`config.mk`:
```
export PLATFORM = sky130hd
export DESIGN_NAME = rau_sequencer
export DESIGN_NICKNAME = d
export VERILOG_FILES = /design/src/hw/rtl/rau_pkg.sv /design/src/hw/rtl/rau_sequencer.sv
export SDC_FILE = /design/constraint.sdc
export NUM_CORES = 2
export LEC_CHECK = 0
export BUFFER_PORTS_ARGS = -buffer_cell sky130_fd_sc_hd__buf_4
export CAP_MARGIN = 20
export CELL_PAD_IN_SITES_DETAIL_PLACEMENT = 1
export CELL_PAD_IN_SITES_GLOBAL_PLACEMENT = 2
export CORE_UTILIZATION = 43
export DETAILED_ROUTE_END_ITERATION = 6
export HOLD_SLACK_MARGIN = 0.12
export PLACE_DENSITY = 0.85
export SLEW_MARGIN = 15
export SYNTH_ARGS = -nofsm -noshare
export SYNTH_HDL_FRONTEND = slang
export SYNTH_SLANG_ARGS = --single-unit
```
`constraint.sdc`:
```
create_clock -name clk -period 19.9 [get_ports clk]
set_input_delay 2.985 -clock clk [delete_from_list [all_inputs] [get_ports clk]]
set_output_delay 2.985 -clock clk [all_outputs]
set_load 0.02 [all_outputs]
```
`src/hw/rtl/rau_pkg.sv`:
```
package rau_pkg;

    typedef enum logic [1:0]
    {
        FUNC_ADD = 2'd0,
        FUNC_SUB = 2'd1,
        FUNC_MUL = 2'd2,
        FUNC_DIV = 2'd3
    } func_t;

    typedef struct packed
    {
        logic [1:0]         func;
        logic signed [31:0] lhs_num;
        logic [30:0]        lhs_den;
        logic signed [31:0] rhs_num;
        logic [30:0]        rhs_den;
    } in_word_t;

    typedef struct packed
    {
        logic signed [63:0] res_num;
        logic [62:0]        res_den;
        logic signed [63:0] whole_part;
        logic [61:0]        frac_num;
        logic               is_negative;
        logic               is_whole;
        logic               is_mixed;
        logic               div_by_zero;
    } out_word_t;

    typedef enum logic [3:0]
    {
        ST_IDLE,
        ST_MUL0,
        ST_MUL1,
        ST_MUL2,
        ST_COMB,
        ST_GCD_START,
        ST_GCD_WAIT,
        ST_RED_N_START,
        ST_RED_N_WAIT,
        ST_RED_D_START,
        ST_RED_D_WAIT,
        ST_MIX_START,
        ST_MIX_WAIT,
        ST_OUT
    } state_t;

    // divider request: dividend and divisor, 64 bits unsigned
    typedef struct packed
    {
        logic        start;
        logic [63:0] dividend;
        logic [63:0] divisor;
    } div_req_t;

    typedef struct packed
    {
        logic        done;
        logic [63:0] quotient;
        logic [63:0] remainder;
    } div_rsp_t;

endpackage

```
`src/hw/rtl/rau_sequencer.sv`:
```
module rau_sequencer
(
    input  logic               clk,
    input  logic               rst_n,
    input  logic               in_valid,
    input  rau_pkg::in_word_t  in_word,
    output logic               in_stall,
    output logic               out_valid,
    output rau_pkg::out_word_t out_word,
    input  logic               out_stall,
    output rau_pkg::div_req_t  dreq,
    input  rau_pkg::div_rsp_t  drsp
);
    import rau_pkg::*;

    state_t state_reg, state_next;

    in_word_t           op_reg, op_next;
    logic signed [63:0] p0_reg, p0_next;
    logic signed [63:0] p1_reg, p1_next;
    logic signed [63:0] p2_reg, p2_next;
    logic [63:0]        mn_reg, mn_next;
    logic [63:0]        md_reg, md_next;
    logic [63:0]        gx_reg, gx_next;
    logic [63:0]        gy_reg, gy_next;
    logic               neg_reg, neg_next;
    out_word_t          res_reg, res_next;

    logic signed [31:0] ma, mb;
    logic signed [63:0] prod;
    logic signed [63:0] n_c, d_c;
    logic [63:0]        whole_m;

    // one shared signed 32x32 multiplier
    assign prod = 64'(ma) * 64'(mb);

    always_comb
    begin
        ma = op_reg.lhs_num;
        mb = {1'b0, op_reg.rhs_den};
        unique case (state_reg)
            ST_MUL0:
            begin
                ma = op_reg.lhs_num;
                mb = (func_t'(op_reg.func) == FUNC_MUL) ? op_reg.rhs_num
                                                          : {1'b0, op_reg.rhs_den};
            end
            ST_MUL1:
            begin
                ma = {1'b0, op_reg.lhs_den};
                mb = op_reg.rhs_num;
            end
            ST_MUL2:
            begin
                ma = {1'b0, op_reg.lhs_den};
                mb = (func_t'(op_reg.func) == FUNC_DIV) ? op_reg.rhs_num
                                                          : {1'b0, op_reg.rhs_den};
            end
            default:
            begin
                ma = op_reg.lhs_num;
                mb = {1'b0, op_reg.rhs_den};
            end
        endcase
    end

    always_comb
    begin
        unique case (func_t'(op_reg.func))
            FUNC_ADD: n_c = p0_reg + p1_reg;
            FUNC_SUB: n_c = p0_reg - p1_reg;
            FUNC_MUL: n_c = p0_reg;
            FUNC_DIV: n_c = p0_reg;
            default:  n_c = p0_reg;
        endcase
        d_c = p2_reg;
    end

    assign whole_m = drsp.quotient;

    // next state
    always_comb
    begin
        state_next = state_reg;
        unique case (state_reg)
            ST_IDLE:        if (in_valid) state_next = ST_MUL0;
            ST_MUL0:        state_next = ST_MUL1;
            ST_MUL1:        state_next = ST_MUL2;
            ST_MUL2:        state_next = ST_COMB;
            ST_COMB:
            begin
                if ((func_t'(op_reg.func) == FUNC_DIV && op_reg.rhs_num == '0)
                    || n_c == '0 || d_c == '0)
                    state_next = ST_OUT;
                else
                    state_next = ST_GCD_START;
            end
            ST_GCD_START:   state_next = (gy_reg == '0) ? ST_RED_N_START : ST_GCD_WAIT;
            ST_GCD_WAIT:    if (drsp.done) state_next = ST_GCD_START;
            ST_RED_N_START: state_next = ST_RED_N_WAIT;
            ST_RED_N_WAIT:  if (drsp.done) state_next = ST_RED_D_START;
            ST_RED_D_START: state_next = ST_RED_D_WAIT;
            ST_RED_D_WAIT:  if (drsp.done) state_next = ST_MIX_START;
            ST_MIX_START:   state_next = ST_MIX_WAIT;
            ST_MIX_WAIT:    if (drsp.done) state_next = ST_OUT;
            ST_OUT:         if (!out_stall) state_next = ST_IDLE;
            default:        state_next = ST_IDLE;
        endcase
    end

    // datapath and outputs
    always_comb
    begin
        op_next  = op_reg;
        p0_next  = p0_reg;
        p1_next  = p1_reg;
        p2_next  = p2_reg;
        mn_next  = mn_reg;
        md_next  = md_reg;
        gx_next  = gx_reg;
        gy_next  = gy_reg;
        neg_next = neg_reg;
        res_next = res_reg;
        dreq     = '0;
        unique case (state_reg)
            ST_IDLE:  if (in_valid) op_next = in_word;
            ST_MUL0:  p0_next = prod;
            ST_MUL1:  p1_next = prod;
            ST_MUL2:  p2_next = prod;
            ST_COMB:
            begin
                res_next = '0;
                mn_next  = n_c[63] ? 64'(-n_c) : 64'(n_c);
                md_next  = d_c[63] ? 64'(-d_c) : 64'(d_c);
                neg_next = n_c[63] ^ d_c[63];
                gx_next  = n_c[63] ? 64'(-n_c) : 64'(n_c);
                gy_next  = d_c[63] ? 64'(-d_c) : 64'(d_c);
                if (func_t'(op_reg.func) == FUNC_DIV && op_reg.rhs_num == '0)
                    res_next.div_by_zero = 1'b1;
                else if (n_c == '0)
                begin
                    res_next.res_den  = 63'd1;
                    res_next.is_whole = 1'b1;
                end
                else if (d_c == '0)
                    res_next.div_by_zero = 1'b1;
            end
            ST_GCD_START:
            begin
                if (gy_reg != '0)
                begin
                    dreq.start    = 1'b1;
                    dreq.dividend = gx_reg;
                    dreq.divisor  = gy_reg;
                end
            end
            ST_GCD_WAIT:
            begin
                if (drsp.done)
                begin
                    gx_next = gy_reg;
                    gy_next = drsp.remainder;
                end
            end
            ST_RED_N_START:
            begin
                dreq.start    = 1'b1;
                dreq.dividend = mn_reg;
                dreq.divisor  = gx_reg;
            end
            ST_RED_N_WAIT:  if (drsp.done) mn_next = drsp.quotient;
            ST_RED_D_START:
            begin
                dreq.start    = 1'b1;
                dreq.dividend = md_reg;
                dreq.divisor  = gx_reg;
            end
            ST_RED_D_WAIT:  if (drsp.done) md_next = drsp.quotient;
            ST_MIX_START:
            begin
                dreq.start    = 1'b1;
                dreq.dividend = mn_reg;
                dreq.divisor  = md_reg;
            end
            ST_MIX_WAIT:
            begin
                if (drsp.done)
                begin
                    res_next.res_num     = neg_reg ? 64'(-mn_reg) : mn_reg;
                    res_next.res_den     = md_reg[62:0];
                    res_next.whole_part  = neg_reg ? 64'(-whole_m) : whole_m;
                    res_next.frac_num    = drsp.remainder[61:0];
                    res_next.is_negative = neg_reg;
                    res_next.is_whole    = (md_reg == 64'd1);
                    res_next.is_mixed    = (md_reg != 64'd1) && (mn_reg > md_reg);
                    res_next.div_by_zero = 1'b0;
                end
            end
            default: ;
        endcase
    end

    always_ff @(posedge clk or negedge rst_n)
    begin
        if (!rst_n)
            state_reg <= ST_IDLE;
        else
            state_reg <= state_next;
    end

    always_ff @(posedge clk)
    begin
        op_reg  <= op_next;
        p0_reg  <= p0_next;
        p1_reg  <= p1_next;
        p2_reg  <= p2_next;
        mn_reg  <= mn_next;
        md_reg  <= md_next;
        gx_reg  <= gx_next;
        gy_reg  <= gy_next;
        neg_reg <= neg_next;
        res_reg <= res_next;
    end

    assign in_stall  = (state_reg != ST_IDLE);
    assign out_valid = (state_reg == ST_OUT);
    assign out_word  = res_reg;

    a_out_holds: assert property (@(posedge clk) disable iff (!rst_n)
        out_valid && out_stall |=> out_valid && $stable(out_word))
        else $error("result word changed under stall");
    a_accept_only_idle: assert property (@(posedge clk) disable iff (!rst_n)
        in_valid && !in_stall |=> state_reg == ST_MUL0)
        else $error("accept did not start work");
    a_gcd_nonzero: assert property (@(posedge clk) disable iff (!rst_n)
        state_reg == ST_RED_N_START |-> gx_reg != '0)
        else $error("zero gcd");

endmodule

```
* After elaboration in Yosys (flattened, before gate mapping)
Index checks and enable logic that the tools add are counted.
** Cells by class
- Add/sub/neg operators :: 6
- Multiply operators :: 1
- Order comparisons :: 1
- Equality and inequality tests :: 24
- Muxes and demuxes :: 36
- Bitwise gates (word level) :: 1
- Reductions and logical operators :: 24
** Operator list (number)
- $pmux W129 S4 :: 1
- $pmux W257 S2 :: 1
- $pmux W64 S2 :: 4
- $mux W64 :: 7
- $mux W257 :: 1
- $neg A64 Y64 :: 4
- $logic_not A64 Y1 :: 3
- $pmux W64 S3 :: 1
- $mux W129 :: 1
- $mux W32 :: 3
- $pmux W32 S3 :: 1
- $add A64 B64 Y64 :: 1
- $eq A64 B1 Y1 const B :: 1
- $gt A64 B64 Y1 :: 1
- $mul A32 B32 Y64 :: 1
- $ne A64 B1 Y1 const B :: 1
- $reduce_bool A64 Y1 :: 1
- $sub A64 B64 Y64 :: 1
- $pmux W4 S14 :: 1
- $logic_not A32 Y1 :: 1
- $mux W4 :: 7
- $eq A4 B4 Y1 const B :: 6
- $eq A4 B3 Y1 const B :: 4
- $ne A2 B2 Y1 const B :: 6
- 15 further kinds :: 34
** Word-level totals
- Bits in registers :: 838
- Input bits :: 261
- Output and inout port bits :: 388
- Logic and storage cells :: 115

* Logic depth before layout (Yosys ltp)
- Depth after elaboration :: 8
- Mapped depth :: 41
- Gate-level depth less buffers :: 35

* Worst setup path after synthesis
No wires, ideal clock.
- Path kind :: flip-flop to flip-flop
- From :: reg op_reg[127] in the netlist's numbering
- To :: reg p2_reg[62] (netlist: d_c[62]), data pin
- Arrival :: 10066 ps
- Required time :: 19629 ps
- Path slack :: 9563 ps
- Stages on the path, launching flop included :: 40
- Path buffers :: 7
- Clock period less this slack :: 10337 ps
- Cells stage by stage :: edfxtp_1 -> buf_2 -> buf_2 -> clkbuf_1 -> clkbuf_1 -> nand2_1 -> a21oi_1 -> o21a_1 -> clkbuf_1 -> buf_1 -> nand3_1 -> nand2_1 -> clkbuf_1 -> nand2_1 -> inv_1 -> fa_1 -> fa_1 -> fa_1 -> [4 not listed] -> inv_1 -> fa_1 -> inv_1 -> fa_1 -> fa_1 -> ha_1 -> and2_1 -> a311o_1 -> a211oi_1 -> o21ai_0 -> o2111a_1 -> o311a_1 -> o21ai_0 -> o311ai_1 -> nor3_1 -> nor3_1 -> a211oi_1 -> xnor2_1
** On the way
- Longest elaborated chain between the ends :: 4
- Elaborated cells between the ends (all ways) :: 6
- Classes of those cells :: 1 x mul; 2 x eq/ne; 3 x mux
** Ends and longest elaborated chain
- start: declaration :: RTL line rau_sequencer.sv:18 : in_word_t op_reg, op_next;
- start signal: assignment :: RTL line rau_sequencer.sv:213 : op_reg <= op_next;
- $eq A2 B2 Y1, on equally long branches :: RTL line rau_sequencer.sv:56, rau_sequencer.sv:45
- $mux W32, on equally long branches :: RTL line rau_sequencer.sv:56, rau_sequencer.sv:45
- $pmux W32 S3 (*) :: RTL line rau_sequencer.sv:41 : unique case (state_reg)
- $mul A32 B32 Y64 (*) :: RTL line rau_sequencer.sv:35 : assign prod = 64'(ma) * 64'(mb);
- via prod[62] :: RTL line rau_sequencer.sv:30 : logic signed [63:0] prod;
- end signal: assignment :: RTL line rau_sequencer.sv:216 : p2_reg <= p2_next;
- end: declaration :: RTL line rau_sequencer.sv:21 : logic signed [63:0] p2_reg, p2_next;
Mark *: on every way through the listed nets, which the timed path passes. The rest lies on a longest branch.
A chain may end at the register's enable or synchronous reset.

* Final worst setup path
- From :: reg op_reg[127] in the netlist's numbering
- To :: reg p0_reg[62], data pin
** On the way
- Longest elaborated chain between the ends :: 4
- Elaborated cells between the ends (all ways) :: 6
- Classes of those cells :: 1 x mul; 2 x eq/ne; 3 x mux
** Ends and longest elaborated chain
- $eq A2 B2 Y1, on equally long branches :: RTL line rau_sequencer.sv:56, rau_sequencer.sv:45
- $mux W32, on equally long branches :: RTL line rau_sequencer.sv:56, rau_sequencer.sv:45
- $pmux W32 S3 (*) :: RTL line rau_sequencer.sv:41
- $mul A32 B32 Y64 (*) :: RTL line rau_sequencer.sv:35
- via prod[62] :: RTL line rau_sequencer.sv:30
- end signal: assignment :: RTL line rau_sequencer.sv:214 : p0_reg <= p0_next;
- end: declaration :: RTL line rau_sequencer.sv:19 : logic signed [63:0] p0_reg, p0_next;
Marks and branches as above.

==> impl_metrics.tcl <==
set metrics [dict create \
    arrival_ns 12.62 \
    cp_common_cell "fa_1" \
    layout-drive-gt1-share_pct 12.1 \
    grtUsageTotal_pct 33.0 \
    finalHoldViolCount 0 \
    yosys_register_bits 838 \
    grt_pass1_wl_um 468000 \
    hold_path_end "gx_reg[29]" \
    grt_setup_unrepaired "false" \
    setup.worst_path.start "op_reg[127]" \
    seq_area_um2 25100 \
    placed_area_um2 89400 \
    setup-tns-final_ns 0 \
    io_pins 649 \
    cts_resized 0 \
    final_area_um2 92800 \
    cap_viol_max_count 0 \
    clk_latency_ns 0.76 \
    finalSetupViolations 0 \
    end_kind "flip-flop" \
    cts-root-buf "clkbuf_16" \
    globalRouteOverflowTotal 0 \
    yosys-top-cells-area "edfxtp_1 31%, fa_1 27%, inv_1 5.4%" \
    drt_wl_total_um 320000 \
    avgSynthCellArea_um2 9.83 \
    reg2reg_depth 33 \
    synth_edf_count 834 \
    cts_buffer_depth 3 \
    outcome "finished with violations" \
    grt_max_degree 130 \
    reg2reg_from "op_reg[127]" \
    worstPathMaxFanout 54 \
    crit_type "reg2reg" \
    yosysSeqAreaShare_pct 30.7 \
    viasPerCell 5.88 \
    multiInputGateArea_um2 50900 \
    cts_tree "yes" \
    drt_iter0_markers 6891 \
    worst_pin_slew_ns 1.22 \
    chipWidth_um 438 \
    cts_sinks 838 \
    critical_path_required_ns 20.35 \
    ys_warn_count 0 \
    synthesis.area_um2 81800 \
    die_area_um2 192000 \
    grt_pass1_vias 70600 \
    min_from "gy_reg[29]" \
    cts.clk_slew.worst_paths_ns 0.06 \
    synth_cell_types 111 \
    final_common_cell "inv_1" \
    io_buffers 648 \
    fp-row-count 159 \
    synth_top_cell_area_share_pct 30.6 \
    vias 66800 \
    layout.nets 10400 \
    cts_setup_buffers 0 \
    synth_flop_cell "edfxtp_1" \
    syn_inst 8322 \
    fillerInstances 20900 \
    cts_buffers 96 \
    antenna_found_initial 12 \
    final_cell_mix "1178 x inv_1, 1083 x fa_1, 1050 x nor2_1" \
    place_congestion 0.936 \
    ant_nets 0 \
    wl_per_cell_um 28.2 \
    max_freq_mhz 82.2 \
    syn-num-nets 9982 \
    htreeDepth 3 \
    fin_crit_sh_pct 61.2 \
    drc 83 \
    reg2reg_slack_ns 7.73 \
    async_flop_share_pct 0.477 \
    dr.pass1.iters 7 \
    max_stage_delay_ns 0.90 \
    maxSlewHeadroom_pct 18.6 \
    hp-class "reg2reg" \
    slowest_stage "fa_1" \
    largest_reg_flops 257 \
    hpwl_um 255000 \
    start_kind "flip-flop" \
    core_um2 188000 \
    cts-hold-fix-buffers 0 \
    drv_slew 0 \
    worstReg2RegEnd "p0_reg[62]" \
    area_growth_pct 13.4 \
    die_h_um 438 \
    holdWs_ns 0.627 \
    period_minus_slack_ns 12.17 \
    initial_core_util_pct 43.4 \
    fin_worst_skew_ns 0.0500 \
    hold_depth 2 \
    yosys.area.top_type "edfxtp_1" \
    violations "DRC" \
]
## worst max path at each step
stage / endpoint / cells past startpoint
after floorplan: d_c[62] / 39
after global placement: d_c[62] / 34
after detailed placement: d_c[62] / 34
after CTS: p0_reg[62] / 34
after global routing: p0_reg[62] / 33
final: p0_reg[62] / 33
## cells in the mapped netlist (8+ instances only)
master     number
edfxtp_1      834
or4_1          27
a21oi_1       368
a211oi_1       18
nand2_1       948
and2_1        106
o21ai_0       216
or3_1          61
ha_1          316
nor3b_1         8
xor2_1        259
a31oi_1        16
nor4_1         73
a22oi_1        14
o311a_1         8
o2111ai_1       8
nor2_1       1055
and3_1         34
nand2b_1       48
o211ai_1       25
mux2i_1        53
o21a_1         27
xnor2_1       130
nand3_1       124
nor3_1         93
a21boi_0       10
o31ai_1        81
o21bai_1       18
a221oi_1       11
a222oi_1      128
nor2b_1        36
fa_1         1083
a21o_1         80
or2_2          24
o41ai_1        31
mux2_2          8
clkbuf_1      371
buf_1          15
a211o_1        13
a221o_1         8
nand4_1        71
buf_2          27
o21ai_1        77
inv_1        1179
## cell families after synthesis
family / count (synthesis) / synth area share (%)
simple gates: 2779 / 15.2
xor+xnor: 389 / 4.16
compound gates: 1256 / 10.4
buf+inv: 1597 / 7.39
flops: 838 / 30.7
mux: 63 / 0.792
fa+ha+maj: 1400 / 31.3
## per-stage QoR
stage / setup slack, ns / utilization [%] / cells
floorplan: 9.56 / - / 8322
global placement: 7.97 / 47.4 / 11200
detailed placement: 7.59 / 47.5 / 11200
CTS: 7.61 / 49.2 / 11300
global route: 7.14 / 49.2 / 11400
finish: 7.73 / 49.2 / 11400
## cell type report
class	count	area share (%)
inverters	1180	4.77
well taps	2495	3.37
diodes	4	0.0108
multi-input cells	5887	54.9
clock inverters	67	0.726
flip-flops and latches	838	27.1
repair buffers	775	6.41
clock buffers	113	2.70
## worst max-delay path: cells and delay by family (launching register included)
kind | cells | cell delay, ns
simple gates | 6 | 2.20
compound gates | 7 | 1.78
xor+xnor | 1 | 0.17
flops | 1 | 0.33
buf+inv | 10 | 2.61
fa+ha+maj | 9 | 4.74
## metal layers
metal / vias to the layer above / track usage (%) / wire, um
met5: - / 0 / 61
met4: 10 / 15.5 / 17300
met3: 628 / 5.87 / 27500
met2: 3237 / 52.7 / 145000
met1: 34300 / 43.6 / 130000
li1: 28600 / - / -
Power is left out: the tool's default activity adds up to more than one toggle a clock period on the data nets, which glitch-free logic cannot reach.
