[config.mk]
export PLATFORM = sky130hd
export DESIGN_NAME = rau_divider
export DESIGN_NICKNAME = d
export VERILOG_FILES = /design/src/hw/rtl/rau_pkg.sv /design/src/hw/rtl/rau_divider.sv
export SDC_FILE = /design/constraint.sdc
export NUM_CORES = 1
export LEC_CHECK = 0
export BUFFER_PORTS_ARGS = -buffer_cell sky130_fd_sc_hd__buf_2
export CAP_MARGIN = 20
export CORE_MARGIN = 1
export CORE_UTILIZATION = 50
export CTS_CLUSTER_DIAMETER = 50
export DETAILED_ROUTE_END_ITERATION = 8
export MAX_ROUTING_LAYER = met4
export PLACE_DENSITY = 0.77
export SLEW_MARGIN = 20
export SYNTH_ARGS = -nofsm -noshare
export SYNTH_HDL_FRONTEND = slang
export SYNTH_SLANG_ARGS = --single-unit
[constraint.sdc]
create_clock -name clk -period 3.2 [get_ports clk]
set_clock_uncertainty 0.2 [all_clocks]
set_input_delay 0 -clock clk [delete_from_list [all_inputs] [get_ports clk]]
set_output_delay 0 -clock clk [all_outputs]
set_load 0.01 [all_outputs]
[src/hw/rtl/rau_pkg.sv]
package rau_pkg;

    typedef enum logic [1:0]
    {
        FUNC_ADD = 2'd0,
        FUNC_SUB = 2'd1,
        FUNC_MUL = 2'd2,
        FUNC_DIV = 2'd3
    } func_t;

    typedef struct packed
    {
        logic [1:0]         func;
        logic signed [31:0] lhs_num;
        logic [30:0]        lhs_den;
        logic signed [31:0] rhs_num;
        logic [30:0]        rhs_den;
    } in_word_t;

    typedef struct packed
    {
        logic signed [63:0] res_num;
        logic [62:0]        res_den;
        logic signed [63:0] whole_part;
        logic [61:0]        frac_num;
        logic               is_negative;
        logic               is_whole;
        logic               is_mixed;
        logic               div_by_zero;
    } out_word_t;

    typedef enum logic [3:0]
    {
        ST_IDLE,
        ST_MUL0,
        ST_MUL1,
        ST_MUL2,
        ST_COMB,
        ST_GCD_START,
        ST_GCD_WAIT,
        ST_RED_N_START,
        ST_RED_N_WAIT,
        ST_RED_D_START,
        ST_RED_D_WAIT,
        ST_MIX_START,
        ST_MIX_WAIT,
        ST_OUT
    } state_t;

    // divider request: dividend and divisor, 64 bits unsigned
    typedef struct packed
    {
        logic        start;
        logic [63:0] dividend;
        logic [63:0] divisor;
    } div_req_t;

    typedef struct packed
    {
        logic        done;
        logic [63:0] quotient;
        logic [63:0] remainder;
    } div_rsp_t;

endpackage

[src/hw/rtl/rau_divider.sv]
module rau_divider
(
    input  logic              clk,
    input  logic              rst_n,
    input  rau_pkg::div_req_t req,
    output rau_pkg::div_rsp_t rsp
);
    import rau_pkg::*;

    // restoring division, one quotient bit a cycle
    logic [63:0] quo_reg, quo_next;
    logic [64:0] rem_reg, rem_next;
    logic [63:0] dsr_reg, dsr_next;
    logic [6:0]  cnt_reg, cnt_next;
    logic        busy_reg, busy_next;
    logic        done_reg, done_next;
    logic [64:0] shifted;
    logic [64:0] diff;

    always_comb
    begin
        shifted = {rem_reg[63:0], quo_reg[63]};
        diff    = shifted - {1'b0, dsr_reg};
    end

    always_comb
    begin
        quo_next  = quo_reg;
        rem_next  = rem_reg;
        dsr_next  = dsr_reg;
        cnt_next  = cnt_reg;
        busy_next = busy_reg;
        done_next = 1'b0;
        if (req.start)
        begin
            quo_next  = req.dividend;
            rem_next  = '0;
            dsr_next  = req.divisor;
            cnt_next  = 7'd0;
            busy_next = 1'b1;
        end
        else if (busy_reg)
        begin
            if (diff[64])
            begin
                rem_next = shifted;
                quo_next = {quo_reg[62:0], 1'b0};
            end
            else
            begin
                rem_next = diff;
                quo_next = {quo_reg[62:0], 1'b1};
            end
            cnt_next = cnt_reg + 7'd1;
            if (cnt_reg == 7'd63)
            begin
                busy_next = 1'b0;
                done_next = 1'b1;
            end
        end
    end

    always_ff @(posedge clk or negedge rst_n)
    begin
        if (!rst_n)
        begin
            busy_reg <= 1'b0;
            done_reg <= 1'b0;
            cnt_reg  <= '0;
        end
        else
        begin
            busy_reg <= busy_next;
            done_reg <= done_next;
            cnt_reg  <= cnt_next;
        end
    end

    always_ff @(posedge clk)
    begin
        quo_reg <= quo_next;
        rem_reg <= rem_next;
        dsr_reg <= dsr_next;
    end

    assign rsp.done      = done_reg;
    assign rsp.quotient  = quo_reg;
    assign rsp.remainder = rem_reg[63:0];

    a_done_pulse: assert property (@(posedge clk) disable iff (!rst_n)
        done_reg |=> !done_reg)
        else $error("divider done held");
    a_done_after_busy: assert property (@(posedge clk) disable iff (!rst_n)
        done_next |-> busy_reg)
        else $error("divider done while idle");
    a_no_start_busy: assert property (@(posedge clk) disable iff (!rst_n)
        req.start |-> !busy_reg)
        else $error("divider restarted while busy");

endmodule

# After elaboration in Yosys (flattened, before gate mapping)

Cells that the tools add are included.

Bits in registers: 201
Bits in latches: 0
Bits in writable memories: 0
Bits in read-only memories: 0
Input port bits: 131
Memories: 0

Add/sub/neg operators: 2
Multipliers: 0
Div/mod/pow operators: 0
Order comparisons: 0
Equality and inequality tests: 1
Shift operators: 0
Multiplexer cells: 12
Bitwise gates (word level): 0
Reductions and logical operators: 1

Operators by type and width:

| operator                                      | number |
|---|---|
| 2-to-1 mux 64 bit                             | 3 |
| subtractor 65 x 64 -> 65 bit                  | 1 |
| 2-to-1 mux 7 bit                              | 2 |
| adder 7 x 1 -> 7 bit, second input constant   | 1 |
| == test 7 x 6 -> 1 bit, second input constant | 1 |
| 2-to-1 mux 1 bit                              | 7 |
| nonzero test 2 bit                            | 1 |

# Logic depth before layout (Yosys ltp)

Gate-level depths: netlist (run 1).

Depth after elaboration: 4
Mapped depth: 15
Depth with buffers taken out: 13

# Worst setup path after synthesis (run 1)

OpenSTA, ideal clock, no wires.

Kind: reg-to-reg
From: register quo_reg[63]
To: register rem_reg[11]
Library setup time: 0.128 ns
Arrival: 3.039 ns
Required time: 2.872 ns
Path slack: -0.167 ns
Stages on the path, launching flop included: 15
Clock period less this slack: 3.367 ns
Cell sequence: edfxtp_1 inv_1 ha_1 fa_1 nand2b_1 a21oi_1 o21ai_1 a211o_1 a211oi_1 or2_1 o311a_1 buf_4 mux2_2 mux2i_1 nor2_1

Longest elaborated chain between the ends: 2

Ends and longest elaborated chain:

| element                      | RTL line          | source |
|---|---|---|
| start: declaration           | rau_divider.sv:11 | `logic [63:0] quo_reg, quo_next;` |
| start signal: assignment     | rau_divider.sv:81 | `quo_reg <= quo_next;` |
| subtractor 65 x 64 -> 65 bit | rau_divider.sv:23 | `diff = shifted - {1'b0, dsr_reg};` |
| 2-to-1 mux 64 bit            | rau_divider.sv:44 | `if (diff[64])` |
| end signal: assignment       | rau_divider.sv:82 | `rem_reg <= rem_next;` |
| end: declaration             | rau_divider.sv:12 | `logic [64:0] rem_reg, rem_next;` |

No other way between the ends.
A chain may end at the register's enable or synchronous reset.

# Worst setup path after layout (run 1)

From: register dsr_reg[0]
To: register rem_reg[51]

Longest elaborated chain between the ends: 2

Ends and longest elaborated chain:

| element                      | RTL line          | source |
|---|---|---|
| start: declaration           | rau_divider.sv:13 | `logic [63:0] dsr_reg, dsr_next;` |
| start signal: assignment     | rau_divider.sv:83 | `dsr_reg <= dsr_next;` |
| subtractor 65 x 64 -> 65 bit | rau_divider.sv:23 |  |
| 2-to-1 mux 64 bit            | rau_divider.sv:44 |  |

No other way between the ends.

==> results of run 1 <==
worst max-delay path by stage:
stage | from | end | slack (ns) | depth (start not counted)
4_1_cts | dsr_reg[0] | rem_reg[16] | -0.26 | 14
5_1_grt | quo_reg[63] | rem_reg[11] | -0.47 | 15
3_3_place_gp | quo_reg[63] | rem_reg[58] | -0.49 | 13
6_report | dsr_reg[0] | rem_reg[51] | -0.39 | 15
3_5_place_dp | quo_reg[63] | rem_reg[58] | -0.61 | 13
2_1_floorplan | quo_reg[63] | rem_reg[11] | 0.007 | 14
worst register-to-register path: cells and delay by family, from the launching register on:
| kind | cells | cell delay [ns] |
|---|---|---|
| AOI/OAI and AO/OA | 8 | 1.58 |
| adders and majority gates | 2 | 0.57 |
| DFF | 1 | 0.42 |
| and+or+nand+nor | 2 | 0.24 |
| buffers and inverters | 3 | 0.50 |
cells by family after synthesis:
kind of cell               Yosys count  synth area share (%)
DFF                                201                  45.2
buffers and inverters              153                  5.30
adders and majority gates           66                  7.05
AOI/OAI and AO/OA                  344                  19.0
muxes                               80                  7.47
and+or+nand+nor                    293                  11.4
xor gates and xnor gates            61                  4.52
power breakdown:
part           internal (mW)  switching, mW  leakage, nW
Sequential              2.94          0.102         1.94
Clock                   1.87           1.26        0.451
Combinational          0.636          0.581         6.24
Total                   5.45           1.95         8.63
routing by layer:
| layer | track usage [%] | up-vias |
|---|---|---|
| li1 | - | 5760 |
| met1 | 42.5 | 5973 |
| met2 | 63.5 | 756 |
| met3 | 7.11 | 173 |
| met4 | 17.8 | 0 |
| met5 | - | - |
cells in the mapped netlist, types with 7 or more instances:
cell type / count / area share, %
edfxtp_1: 128 / 33
nor2_1: 112 / 3.6
a21oi_1: 110 / 4.7
inv_1: 89 / 2.8
nand2_1: 73 / 2.3
mux2_2: 66 / 6.3
ha_1: 65 / 6.9
dfxtp_1: 64 / 11
o21ai_0: 50 / 2.1
clkbuf_1: 39 / 1.2
xnor2_1: 37 / 2.7
a211oi_1: 36 / 2.3
a21o_1: 29 / 1.8
nand4_1: 24 / 1.3
xor2_1: 24 / 1.8
nor3_1: 22 / 0.93
o21bai_1: 19 / 1.2
mux2i_1: 14 / 1.2
nand3_1: 14 / 0.59
buf_2: 12 / 0.51
o211ai_1: 11 / 0.70
and3_1: 9 / 0.48
dfrtp_1: 9 / 1.9
o21ai_1: 9 / 0.38
o31ai_1: 9 / 0.57
a31oi_1: 8 / 0.42
nor2b_1: 8 / 0.42
o211a_1: 8 / 0.68
or3_1: 7 / 0.37
what timing repair did:
action,4_1_cts,5_1_grt
hold buffers,222,0
pin swaps,25,60
setup buffers,6,7
cloned,4,6
setup endpoints to repair,65,65
endpoints found under the hold margin,160,0
resized for setup,45,93
through the flow:
stage / util (%) / setup WS [ns] / hold slack (ns) / power, mW / instance area, um^2
floorplan: - / 0.00678 / -0.496 / 3.49 / 11800
global placement: 65.0 / -0.491 / -0.344 / 3.92 / 14900
detailed placement: 65.0 / -0.607 / -0.343 / 3.94 / 14900
global route: 82.2 / -0.468 / 0.0245 / 7.58 / 18800
finish: 82.2 / -0.390 / 0.0173 / 7.39 / 18800
CTS: 80.1 / -0.258 / 0.0000118 / 7.26 / 18400
area by class of cell:
class                   instances  share of cell area (%)
clock inverters                16                   0.864
well taps                     313                    2.08
clock buffers                  34                    4.06
inverters                      89                    1.77
repair buffers                714                    29.3
multi-input cells             844                    33.5
flip-flops and latches        201                    28.4
==> flow_metrics.py, run 1 <==
metrics = {
    "outcome": {
        "status": "finished, violations left",
        "violations": "setup timing",
    },
    "floorplanning": {
        "ios": 260,
        "start_util_pct": 51.6,
        "fp-row-count": 55,
        "chipWidth_um": 156,
        "core_um2": 22900,
        "dieHeight_um": 156,
        "die_area_um2": 24300,
    },
    "clock_network": {
        "clock-root-buffer": "clkbuf_16",
        "clock_latency_ns": 0.56,
        "htree_num_levels": 1,
        "cts.clk_slew.worst_paths_ns": 0.06,
        "cts_buffer_depth": 3,
        "cts.sinks": 201,
        "cts_tree": "yes",
        "numCtsBuffers": 27,
    },
    "final_layout": {
        "finalNetCount": 2074,
        "multi_input_area_um2": 6300,
        "final_cell_mix": "258 x buf_2, 222 x dlygate4sd3_1, 213 x buf_4",
        "drive_above_1_share_pct": 37.0,
        "final_common_cell": "buf_2",
        "antenna_cells": 0,
        "area_growth_syn_to_layout_pct": 59.2,
        "finalNonFillerCells": 2211,
        "layout.area.seq_um2": 5350,
        "fillers": 1276,
    },
    "worst_setup_path": {
        "path_class": "reg2reg",
        "startpoint_type": "flop",
        "reg2reg_from": "dsr_reg[0]",
        "crit_buf_inv": 3,
        "rr_endpoint": "rem_reg[51]",
        "critPathCaptureType": "flop",
        "worstPathMaxFanout": 6,
        "critPathSlowestCell": "edfxtp_1",
        "rrSetupSlack_ns": -0.39,
        "max_stage_delay_ns": 0.42,
        "path_cells": "ha_2 > fa_2 > nand2b_4 > a21oi_4 > buf_6 > o21ai_4 > a211o_1 > a211oi_2 > o211ai_1 > o311ai_4 > clkbuf_16 > buf_12 > nand3_2 > a21boi_2 > o22ai_1",
        "r2r_cells": 15,
        "cp_top_family": "compound AO/OA/AOI/OAI gates",
        "required_ns": 3.48,
        "worst_ep_arrival_time_ns": 3.87,
    },
    "detailed_routing": {
        "routedWlPerCell_um": 20.8,
        "drt_wl_total_um": 45900,
        "wl_met1_um": 17200,
        "highest_layer": "met4",
        "vias": 12700,
        "detail_route.vias_per_cell": 5.73,
        "met3WireLength_um": 3920,
        "met2_length_um": 22400,
        "drc": 0,
        "drt_iter0_markers": 1077,
        "ant_nets": 0,
        "dr.pass1.iters": 5,
    },
    "sta": {
        "setup_viol": 65,
        "fin_crit_ns": 3.59,
        "rsz0062_at_grt": "yes",
        "finalSetupTns_ns": -20.32,
        "max-slew-margin-rel_pct": 48.2,
        "setup_ws_ns": -0.390,
        "tightestPinTransition_ns": 0.778,
        "finalHoldViolations": 0,
        "max_freq_mhz": 279,
        "fin_crit_sh_pct": 112,
        "slew_violations": 0,
    },
    "synthesis": {
        "synth_warnings": 0,
        "synth.avg_cell_area_um2": 9.87,
        "syn_area_um2": 11800,
        "syn_inst": 1198,
        "synth_cell_types": 69,
        "synth_top_flop_cell": "edfxtp_1",
        "synth_async_sr_flop_share_pct": 4.48,
        "syn_nets": 1395,
        "synth-seq-cells": 201,
        "synth_edf_count": 128,
        "ys_seq_area_share_pct": 45.2,
    },
    "placed_design": {
        "dp_hpwl_um": 27000,
        "gp_congestion": 0.943,
        "portBuffers": 259,
        "placedCellCount": 1920,
    },
    "grt": {
        "grt_antenna_before_repair": 0,
        "grt_max_degree": 76,
        "grt-ovfl-total": 0,
        "grt_first_pass_wirelength_um": 68200,
        "grt_usage_pct": 37.4,
        "grt_pass1_vias": 12800,
    },
    "hold_path": {
        "hold_depth": 2,
        "hp-class": "in2reg",
        "min_to": "dsr_reg[29]",
        "hp-start": "req[29]",
    },
    "flow_run": {
        "maxCapViolCount": 0,
    },
    "pwr": {
        "p_per_area_nw_per_um2": 393,
        "irDropWorstVdd_mv": 0.372,
        "p_leak_nw": 8.63,
    },
}
No activity file was read; power rests on OpenSTA's default activity.
==> run 2: changes to the inputs <==
Settings changed: SKIP_CTS_REPAIR_TIMING from default to 1.
==> run 2 against run 1 <==
The run ends with hold timing, setup timing left. First-iteration DRC count down 21%. Via count down 3.2%. Largest cell class unchanged. Hold slack worse by 0.043 ns. Highest routed layer unchanged.
==> flow_metrics.py, run 2 (synthesis results as in run 1) <==
metrics = {
    "sta": {
        "setup_ws_ns": -0.474,
        "max_freq_mhz": 272,
        "tightestPinTransition_ns": 0.798,
        "finalSetupTns_ns": -19.04,
        "rsz0062_at_grt": "yes",
        "hold_slack_ns": -0.0255,
        "finalHoldViolations": 9,
        "max-slew-margin-rel_pct": 46.8,
        "fin_crit_sh_pct": 115,
        "fin_crit_ns": 3.67,
        "setup_viol": 65,
        "slew_violations": 0,
    },
    "grt": {
        "grt_usage_pct": 30.3,
        "grt-ovfl-total": 0,
        "grt_max_degree": 76,
        "grt_first_pass_wirelength_um": 55800,
        "grt_antenna_before_repair": 0,
        "grt_pass1_vias": 10800,
    },
    "final_layout": {
        "area_growth_syn_to_layout_pct": 52.2,
        "finish.instance_area_um2": 18000,
        "finalNetCount": 2017,
        "drive_above_1_share_pct": 35.6,
        "finalNonFillerCells": 2154,
        "final_cell_mix": "258 x buf_2, 212 x buf_4, 174 x dlygate4sd3_1",
        "antenna_cells": 0,
        "final_common_cell": "buf_2",
    },
    "clock_network": {
        "htree_num_levels": 1,
        "cts.clk_slew.worst_paths_ns": 0.07,
        "cts.sinks": 201,
        "clock-root-buffer": "clkbuf_16",
        "clock_latency_ns": 0.55,
        "numCtsBuffers": 27,
        "cts_tree": "yes",
        "cts_buffer_depth": 3,
    },
    "detailed_routing": {
        "met3WireLength_um": 3370,
        "routedWlPerCell_um": 20.1,
        "dr.pass1.iters": 5,
        "drc": 0,
        "highest_layer": "met4",
        "drt_wl_total_um": 43300,
        "met2_length_um": 21400,
        "vias": 12300,
        "wl_met1_um": 16400,
        "detail_route.vias_per_cell": 5.69,
        "ant_nets": 0,
        "drt_iter0_markers": 855,
    },
    "outcome": {
        "status": "finished, violations left",
        "violations": "hold timing, setup timing",
    },
    "placed_design": {
        "dpl_cell_area_um2": 14900,
        "placedCellCount": 1920,
        "dp_hpwl_um": 27000,
        "portBuffers": 259,
        "gp_congestion": 0.943,
    },
    "floorplanning": {
        "dieHeight_um": 156,
        "core_um2": 22900,
        "start_util_pct": 51.6,
        "chipWidth_um": 156,
        "ios": 260,
        "die_area_um2": 24300,
        "fp-row-count": 55,
    },
    "pwr": {
        "p_leak_nw": 8.32,
        "totalPowerFinal_mw": 7.29,
        "power.share.clock_pct": 43.0,
        "swShare_pct": 26.2,
        "intPower_mw": 5.38,
        "seqPwrFrac_pct": 41.7,
        "pwr-share-comb_pct": 15.3,
        "irDropWorstVdd_mv": 0.397,
        "p_per_area_nw_per_um2": 405,
        "p_switching_mw": 1.91,
    },
    "worst_setup_path": {
        "startpoint_type": "flop",
        "path_class": "reg2reg",
        "worstPathMaxFanout": 13,
        "critPathCaptureType": "flop",
        "worst_ep_arrival_time_ns": 3.90,
        "required_ns": 3.42,
    },
    "flow_run": {
        "maxCapViolCount": 0,
    },
    "hold_path": {
        "hp-class": "in2reg",
    },
}
[run 2: changes by cell type in the layout (fill, tap and decap cells not counted), sizes merged]
cell         change
dlygate4sd3     -48
buf              -9
[run 2: final cells by class]
type                    instances  area (um^2)
multi-input cells             844         6120
flip-flops and latches        201         5350
fillers                      1447         4910
repair buffers                657         4880
clock buffers                  34          764
well taps                     313          392
inverters                      89          334
clock inverters                16          163
[run 2: routing by layer]
layer / GRT usage, % / vias up
met1: 37.0 / 5785
met3: 5.50 / 137
met2: 50.0 / 693
li1: - / 5640
met5: - / -
met4: 11.2 / 0
[run 2: power by group through the flow]
| stage | Sequential [mW] | Clock (mW) | Combinational (mW) |
|---|---|---|---|
| after floorplan | 3.09 | 0 | 0.402 |
| after global placement | 3.07 | 0 | 0.850 |
| after detailed placement | 3.07 | 0 | 0.868 |
| after CTS | 3.02 | 3.12 | 0.878 |
| after global routing | 3.05 | 3.24 | 1.19 |
| final | 3.04 | 3.13 | 1.12 |
[run 2: stage by stage]
stage,util (%),hold slack (ns),setup WS (ns)
after detailed placement,65.0,-0.343,-0.607
after global placement,65.0,-0.344,-0.491
after floorplan,-,-0.496,0.00678
final,78.6,-0.0255,-0.474
after global routing,78.6,-0.0157,-0.588
after CTS,69.1,-0.923,-0.631
[run 2: path summary, 6_finish.rpt]
kind                            start           to  slack [ns]  cells past startpoint
max                        dsr_reg[0]   rem_reg[4]       -0.47                     15
min                           req[16]  dsr_reg[16]       -0.03                      2
max reg2reg                dsr_reg[0]   rem_reg[4]       -0.47                     15
min reg2reg                cnt_reg[4]   cnt_reg[4]        0.34                      2
max in group asynchronous       rst_n     busy_reg        2.18                      3
min in group asynchronous       rst_n   cnt_reg[2]        0.31                      3
[run 2: critical path: stages, from the launching register on]
cell and delay (ns):
edfxtp_1 0.44, ha_4 0.20, fa_2 0.42, nand2b_4 0.17, a21oi_4 0.15, buf_6 0.12, o21ai_4 0.05, a211o_1 0.32
a211oi_2 0.28, or2_4 0.19, o311ai_4 0.11, buf_12 0.19, clkbuf_16 0.18, nor2_2 0.11, a21oi_1 0.07, a211oi_1 0.34
